**src/rtl/vnce_pkg.sv**
```systemverilog
// shared constants, types and helpers for the voxel neighbor cost expander
// used by vnce_div and the top level; no dependencies
`timescale 1ns / 1ps

package vnce_pkg;

   // voxel store
   localparam int VOXEL_DEPTH = 65536;
   localparam int VOXEL_AW    = $clog2(VOXEL_DEPTH);

   // field widths
   localparam int ID_W   = 16;
   localparam int GRID_W = 9;
   localparam int CMIN_W = 15;
   localparam int CLR_W  = 16;
   localparam int CSR_W  = 15;
   localparam int COST_W = 16;
   localparam int STEP_W = 9;

   // derived arithmetic widths
   localparam int SXY_W = 2 * GRID_W;
   localparam int TOT_W = 3 * GRID_W;
   localparam int LID_W = SXY_W + 3;   // signed neighbor id before the range test
   localparam int NUM_W = STEP_W + 8;
   localparam int DEN_W = CLR_W - 1;
   localparam int ENT_W = CLR_W + 1;   // store entry: reachable flag over clearance

   localparam logic [TOT_W-1:0]  DEPTH_LIM = TOT_W'(VOXEL_DEPTH);
   localparam logic [COST_W-1:0] COST_MAX  = '1;

   // commands
   localparam logic CMD_LOAD   = 1'b0;
   localparam logic CMD_EXPAND = 1'b1;

   // register indexes
   localparam int CSR_IDX_W = 2;
   localparam logic [CSR_IDX_W-1:0] CSR_GRID_X   = 2'd0;
   localparam logic [CSR_IDX_W-1:0] CSR_GRID_Y   = 2'd1;
   localparam logic [CSR_IDX_W-1:0] CSR_GRID_Z   = 2'd2;
   localparam logic [CSR_IDX_W-1:0] CSR_CLR_MIN  = 2'd3;

   localparam logic [GRID_W-1:0] GRID_RESET = 9'd32;
   localparam logic [CMIN_W-1:0] CMIN_RESET = 15'd49;   // about 0.19 in Q8.8

   // per-axis offset codes
   localparam logic [1:0] OFS_NEG = 2'd0;
   localparam logic [1:0] OFS_MID = 2'd1;
   localparam logic [1:0] OFS_POS = 2'd2;

   // step lengths in Q8.8
   localparam logic [STEP_W-1:0] STEP_ONE   = 9'd256;
   localparam logic [STEP_W-1:0] STEP_TWO   = 9'd362;
   localparam logic [STEP_W-1:0] STEP_THREE = 9'd443;

   typedef struct packed {
      logic [ID_W-1:0] nid;
      logic            acc;
      logic            last;
   } side_type;

   // dividend: step length scaled by 256, by count of nonzero offsets
   function automatic logic [NUM_W-1:0] step_num(input logic [1:0] nz);
      logic [STEP_W-1:0] step;
      case (nz)
         2'd2:    step = STEP_TWO;
         2'd3:    step = STEP_THREE;
         default: step = STEP_ONE;
      endcase
      return {step, 8'h00};
   endfunction

endpackage

```
**src/rtl/vnce_div.sv**
```systemverilog
// pipelined restoring divider, one quotient bit per stage, with sideband
// depends on vnce_pkg
`timescale 1ns / 1ps

module vnce_div (
   input  logic                       clock,
   input  logic                       reset,
   input  logic                       adv,
   input  logic                       in_valid,
   input  logic [vnce_pkg::NUM_W-1:0] in_num,
   input  logic [vnce_pkg::DEN_W-1:0] in_den,
   input  vnce_pkg::side_type         in_side,
   output logic                       out_valid,
   output logic [vnce_pkg::NUM_W-1:0] out_quo,
   output vnce_pkg::side_type         out_side
);

   import vnce_pkg::*;

   logic [NUM_W:0]     vld_ff;
   logic [DEN_W-1:0]   rem_ff  [0:NUM_W];
   logic [NUM_W-1:0]   q_ff    [0:NUM_W];
   logic [DEN_W-1:0]   den_ff  [0:NUM_W];
   side_type           side_ff [0:NUM_W];

   logic [DEN_W:0]     trial   [1:NUM_W];
   logic [DEN_W-1:0]   rem_in  [1:NUM_W];
   logic [NUM_W-1:0]   q_in    [1:NUM_W];

   // q holds the unused dividend bits on top and the quotient bits below
   always_comb begin
      for (int k = 1; k <= NUM_W; k++) begin
         trial[k] = {rem_ff[k-1], q_ff[k-1][NUM_W-1]};
         if (trial[k] >= {1'b0, den_ff[k-1]}) begin
            rem_in[k] = DEN_W'(trial[k] - {1'b0, den_ff[k-1]});
            q_in[k]   = {q_ff[k-1][NUM_W-2:0], 1'b1};
         end else begin
            rem_in[k] = trial[k][DEN_W-1:0];
            q_in[k]   = {q_ff[k-1][NUM_W-2:0], 1'b0};
         end
      end
   end

   always_ff @(posedge clock) begin
      if (reset) begin
         vld_ff <= '0;
      end else if (adv) begin
         vld_ff <= {vld_ff[NUM_W-1:0], in_valid};
      end
   end

   always_ff @(posedge clock) begin
      if (adv) begin
         rem_ff[0]  <= '0;
         q_ff[0]    <= in_num;
         den_ff[0]  <= in_den;
         side_ff[0] <= in_side;
         for (int k = 1; k <= NUM_W; k++) begin
            rem_ff[k]  <= rem_in[k];
            q_ff[k]    <= q_in[k];
            den_ff[k]  <= den_ff[k-1];
            side_ff[k] <= side_ff[k-1];
         end
      end
   end

   assign out_valid = vld_ff[NUM_W];
   assign out_quo   = q_ff[NUM_W];
   assign out_side  = side_ff[NUM_W];

endmodule

```
**config.mk**
```make
export PLATFORM = sky130hd
export DESIGN_NAME = vnce_div
export DESIGN_NICKNAME = d
export VERILOG_FILES = /design/src/rtl/vnce_pkg.sv /design/src/rtl/vnce_div.sv
export SDC_FILE = /design/constraint.sdc
export NUM_CORES = 1
export LEC_CHECK = 0
export ABC_AREA = 1
export BUFFER_PORTS_ARGS = -buffer_cell sky130_fd_sc_hd__buf_4
export CORE_MARGIN = 2
export CORE_UTILIZATION = 35
export CTS_CLUSTER_DIAMETER = 150
export DETAILED_ROUTE_END_ITERATION = 7
export GPL_ROUTABILITY_DRIVEN = 0
export PLACE_DENSITY = 0.46
export SKIP_CTS_REPAIR_TIMING = 1
export SYNTH_ARGS = -nofsm -noshare
export SYNTH_HDL_FRONTEND = slang
export SYNTH_SLANG_ARGS = --single-unit
```
**constraint.sdc**
```tcl
create_clock -name clock -period 2.7 [get_ports clock]
set_input_delay 0.27 -clock clock [delete_from_list [all_inputs] [get_ports clock]]
set_output_delay 0.27 -clock clock [all_outputs]
set_load 0.05 [all_outputs]
```
==> results.json, run 1 <==
{
  "outcome": "finished, final reports clean",
  "routed_via_density": 4.40,
  "synth_cells": 4961,
  "synth.avg_cell_area_um2": 10.7,
  "yosys_warnings": 0,
  "clock_path_buffers": 3,
  "cp_cell_sequence": "ha_1 > fa_1 > inv_1 > nand2_1 > nand2_1 > nand3_1 > nand3_1 > nand2_1 > nand2_2 > inv_2 > nand2_1 > nand2_1",
  "worst_ir_drop_vdd_mv": 0.647,
  "io_pins": 90,
  "synth_nets": 5272,
  "synth_area_leaders": "edfxtp_1, nand2_1, inv_1",
  "crit_slowest_cell": "edfxtp_1",
  "pwr-share-seq_pct": 41.7,
  "rsz0062_at_grt": "false",
  "detail_route.wl_per_cell_um": 14.6,
  "critPathMaxFanout": 13,
  "slew_headroom_pct": 60.4,
  "cts_tree": "yes",
  "drive_gt1_share_pct": 7.85,
  "required_ns": 3.17,
  "p_leak_nw": 27.1,
  "synthDominantCellAreaShare_pct": 63.8,
  "max_stage_delay_ns": 0.46,
  "p_sw_mw": 19.9,
  "antenna_found_initial": 0,
  "crit_path_frequent_cell": "nand2_1",
  "stdcell_count": 7368,
  "yosysSeqAreaShare_pct": 64.5,
  "worstMarginPinSlew_ns": 0.593,
  "synth-seq-cells": 1143,
  "period_needed_ns": 2.42,
  "antennaDiodeCount": 0,
  "fin_skew_ns": 0.0324,
  "drt-met1-wl_um": 52100,
  "grt_max_degree": 93,
  "critPathBufInv": 2,
  "path_clk_slew_ns": 0.06,
  "htree_levels": 4,
  "yosysUniqueCellTypes": 38,
  "grt_overflow": 0,
  "clock_latency_ns": 0.74,
  "nets": 5568,
  "area_delta_synth_final_pct": 15.5,
  "start_kind": "flop",
  "track_usage_pct": 14.0,
  "drtPass1Iterations": 8,
  "cts.sinks": 1143,
  "slew_viol_final": 0,
  "post-route-drc-count": 0,
  "port-buffer-count": 89,
  "fmax_mhz": 414,
  "drtIter0Drc": 1877,
  "numCtsBuffers": 135,
  "fill_cells": 14600,
  "grt_pass1_wl_um": 170000,
  "fin_crit_sh_pct": 89.5,
  "die_h_um": 393,
  "worst_ep_arrival_time_ns": 2.88,
  "path_class": "reg -> reg",
  "wl_met2_um": 48200,
  "root_buffer": "clkbuf_16",
  "netlist_area_mm2": 0.0529,
  "endpoint_kind": "flop",
  "min_path_type": "in -> reg",
  "yosysTopAreaCell": "edfxtp_1",
  "hold_viol": 0,
  "hpwl_um": 76900,
  "cap_viol_max_count": 0,
  "grt_pass1_vias": 31600,
  "swShare_pct": 33.8,
  "num_rows": 142,
  "multi_input_area_mm2": 0.0151,
  "die_area_mm2": 0.154,
  "postRouteAntennaNets": 0,
  "coreArea_mm2": 0.150,
  "seq_area_mm2": 0.0341,
  "p_per_area_mw_per_mm2": 965,
  "crit_family": "simple AND/OR/NAND/NOR gates",
  "start_util_pct": 35.3,
  "intPower_mw": 39.0,
  "die_x_um": 393,
  "setup_viol_count_final": 0,
  "via_count": 32400,
  "routed-wl-met3_um": 3690,
  "setup_tns_ns": 0,
  "highest_layer": "met4",
  "dp_cells": 7083,
  "power_frac_comb_pct": 29.4,
  "power_frac_clock_pct": 28.9,
  "drt-total-wl_um": 107000
}
-- cell type report --
| type | count | share of cell area, % |
|---|---|---|
| clock inverter | 69 | 0.966 |
| tap | 2016 | 4.13 |
| multi-input combinational | 2864 | 24.6 |
| timing repair buffer | 195 | 2.96 |
| clock buffer | 163 | 5.80 |
| inverter | 918 | 5.64 |
| sequential | 1143 | 55.9 |
-- cells in the mapped netlist, drive strengths merged --
library cell / instances
nor3b: 1
a21oi: 106
clkbuf: 5
and2: 45
nand3b: 31
or2: 26
fa: 15
nor2: 253
dfxtp: 18
nor4: 1
inv: 917
edfxtp: 1125
o21a: 1
clkinv: 1
xor2: 70
nor3: 12
nand4: 96
buf: 31
o21ai: 85
ha: 242
a31oi: 2
nand3: 291
xnor2: 12
nand2: 1575
-- metrics by stage --
step                hold slack (ns)  setup WS (ns)  utilization [%]  power [mW]  instance area [um2]
CTS                          -0.370          0.210             40.4        59.8                60600
detailed placement            0.405          0.219             37.6        42.3                56400
floorplan                     0.369          0.657                -        37.3                52900
global route                  0.188         0.0494             40.8        63.4                61100
finish                        0.245          0.283             40.8        58.9                61100
global placement              0.401          0.257             37.6        42.2                56400
-- cells by family after synthesis --
family	Yosys count	share of synthesized area, %
flip-flops	1143	64.5
buffers and inverters	954	7.06
AND/OR/NAND/NOR	2331	18.8
XOR/XNOR	82	1.36
adder cells (fa/ha/maj)	257	6.29
AO/OA/AOI/OAI	194	1.97
-- routing by layer --
layer | track usage (%) | up-vias
met3 | 2.51 | 197
met1 | 19.0 | 14900
met4 | 4.88 | 0
met5 | 0 | -
met2 | 22.5 | 460
li1 | - | 16900
-- cells in the final DEF (no fill, tap or decap), types with 12 or more instances in the layout --
| master | n |
|---|---|
| a21oi_1 | 100 |
| and2_1 | 45 |
| buf_12 | 17 |
| buf_4 | 125 |
| clkbuf_1 | 24 |
| clkbuf_16 | 137 |
| clkinv_1 | 17 |
| clkinv_2 | 27 |
| dfxtp_1 | 18 |
| dlygate4sd3_1 | 53 |
| edfxtp_1 | 1125 |
| fa_1 | 15 |
| ha_1 | 242 |
| inv_1 | 908 |
| nand2_1 | 1555 |
| nand2_2 | 18 |
| nand3_1 | 279 |
| nand3b_1 | 31 |
| nand4_1 | 90 |
| nor2_1 | 244 |
| o21ai_0 | 49 |
| o21ai_1 | 36 |
| or2_2 | 18 |
| xnor2_1 | 12 |
| xor2_1 | 70 |
-- worst paths after layout --
check | startpoint | end | slack, ns | cells past startpoint
worst min-delay path | in_den[1] | den_ff[0][1] | 0.25 | 2
worst max register to register | den_ff[6][0] | rem_ff[7][3] | 0.28 | 12
worst max-delay path | den_ff[6][0] | rem_ff[7][3] | 0.28 | 12
worst min register to register | side_ff[15][16] | side_ff[16][16] | 0.40 | 0
-- flip-flops by register name, summed over array words and instances (netlist names) --
signal,count
vld_ff,18
q_ff,306
rem_ff,240
den_ff,255
side_ff,324
-- power groups by stage --
stage               Sequential [mW]  Clock (mW)  Combinational (mW)
CTS                            24.7        17.8                17.4
global placement               25.1           0                17.2
detailed placement             25.0           0                17.3
floorplan                      24.2           0                13.2
global route                   24.8        18.4                20.1
finish                         24.6        17.0                17.3
Note: power is estimated with default switching activity, not from simulation.
==> run 2: changes to the inputs <==
--- a/config.mk
+++ b/config.mk
@@ -8,11 +8,12 @@
 export ABC_AREA = 1
 export BUFFER_PORTS_ARGS = -buffer_cell sky130_fd_sc_hd__buf_4
 export CORE_MARGIN = 2
-export CORE_UTILIZATION = 35
+export CORE_UTILIZATION = 49
 export CTS_CLUSTER_DIAMETER = 150
+export CTS_CLUSTER_SIZE = 25
 export DETAILED_ROUTE_END_ITERATION = 7
 export GPL_ROUTABILITY_DRIVEN = 0
-export PLACE_DENSITY = 0.46
+export PLACE_DENSITY = 0.62
 export SKIP_CTS_REPAIR_TIMING = 1
 export SYNTH_ARGS = -nofsm -noshare
 export SYNTH_HDL_FRONTEND = slang
==> results.json, run 2 (synthesis results as in run 1) <==
{
  "num_rows": 120,
  "cts.sinks": 1143,
  "cap_viol_max_count": 0,
  "max_stage_delay_ns": 0.44,
  "slew_viol_final": 0,
  "hpwl_um": 70900,
  "die_h_um": 333,
  "post-route-drc-count": 0,
  "path_class": "reg -> reg",
  "postRouteAntennaNets": 0,
  "root_buffer": "clkbuf_16",
  "die_area_mm2": 0.111,
  "nets": 5492,
  "fin_crit_sh_pct": 91.8,
  "fill_cells": 9249,
  "rsz0062_at_grt": "false",
  "final_common_cell": "nand2_1",
  "final_cell_mix": "nand2_1, edfxtp_1, inv_1",
  "antennaDiodeCount": 0,
  "drtPass1Iterations": 7,
  "drive_gt1_share_pct": 5.58,
  "htree_levels": 2,
  "numCtsBuffers": 51,
  "worst_ir_drop_vdd_mv": 0.492,
  "min_path_cells": 2,
  "slew_headroom_pct": 56.6,
  "critPathBufInv": 2,
  "grt_pass1_vias": 30700,
  "coreArea_mm2": 0.107,
  "period_needed_ns": 2.48,
  "endpoint_kind": "flop",
  "rrSetupSlack_ns": 0.22,
  "track_usage_pct": 17.2,
  "min_path_type": "in -> reg",
  "setup_tns_ns": 0,
  "clock_latency_ns": 0.71,
  "grt_overflow": 0,
  "drtIter0Drc": 2160,
  "io_pins": 90,
  "setup_viol_count_final": 0,
  "start_util_pct": 49.4,
  "cp_cell_sequence": "ha_1 > fa_1 > inv_1 > nand2_1 > nand2_1 > nand3_1 > nand3_1 > nand2_1 > nand2_4 > inv_2 > nand2_1 > nand2_1",
  "antenna_found_initial": 2,
  "reg_top3": "side_ff (324), q_ff (306), den_ff (255)",
  "port-buffer-count": 89,
  "crit_slowest_cell": "edfxtp_1",
  "hold_viol": 0,
  "p_per_area_mw_per_mm2": 868,
  "grt_pass1_wl_um": 154000,
  "p_leak_nw": 25.8,
  "via_count": 32300,
  "start_kind": "flop",
  "area_delta_synth_final_pct": 9.22,
  "drt-total-wl_um": 95700,
  "fmax_mhz": 403,
  "cts_tree": "yes",
  "crit_path_frequent_cell": "nand2_1",
  "path_depth": 12,
  "total_power_mw": 50.2,
  "clock_path_buffers": 3,
  "required_ns": 3.09,
  "regMostFlops": "side_ff",
  "outcome": "finished, final reports clean",
  "critPathMaxFanout": 19,
  "reg2reg_depth": 12,
  "routed_via_density": 4.89,
  "fin_skew_ns": 0.0490,
  "detail_route.wl_per_cell_um": 14.5,
  "grt_max_degree": 85,
  "crit_family": "simple AND/OR/NAND/NOR gates",
  "worstMarginPinSlew_ns": 0.646,
  "largest_reg_flops": 324,
  "path_clk_slew_ns": 0.10,
  "die_x_um": 333,
  "worst_ep_arrival_time_ns": 2.87
}
run 2: worst paths after layout:
| path | start | end |
|---|---|---|
| worst max register to register | den_ff[5][0] | rem_ff[6][5] |
| worst max-delay path | den_ff[5][0] | rem_ff[6][5] |
| worst min register to register | side_ff[8][17] | side_ff[9][17] |
| worst min-delay path | in_den[9] | den_ff[0][9] |
run 2: metal layers:
layer	share of wire, %	GRT usage, %	up-vias
met5	0	0	-
met4	2.1	4.13	0
met3	4.0	2.10	122
met2	48	29.2	560
met1	46	23.6	15000
li1	-	-	16600
run 2: cell type report:
| type | count | area (um2) | area share [%] |
|---|---|---|---|
| Clock inverter | 4 | 98.8 | 0.171 |
| Sequential cell | 1143 | 34100 | 59.1 |
| Tap cell | 1403 | 1760 | 3.04 |
| Timing Repair Buffer | 203 | 1970 | 3.40 |
| Clock buffer | 66 | 1330 | 2.31 |
| Multi-Input combinational cell | 2864 | 15000 | 26.0 |
| Inverter | 918 | 3450 | 5.96 |
run 2: through the flow:
stage | cells | util [%] | setup WS [ns] | instance area (um2) | hold slack, ns
floorplan | 4961 | - | 0.657 | 52900 | 0.369
global placement | 6476 | 52.1 | -0.00122 | 55800 | 0.400
global route | 6601 | 54.0 | 0.0399 | 57800 | 0.253
detailed placement | 6476 | 52.1 | 0.0225 | 55800 | 0.405
CTS | 6546 | 53.5 | -0.0936 | 57200 | -0.321
finish | 6601 | 54.0 | 0.221 | 57800 | 0.283
run 2: power by group:
part           leakage, nW  total (mW)  switching [mW]  internal, mW
logic                 13.9        17.1            11.0          6.08
clock network        0.685        8.74            5.20          3.53
registers             11.2        24.4            1.45          22.9
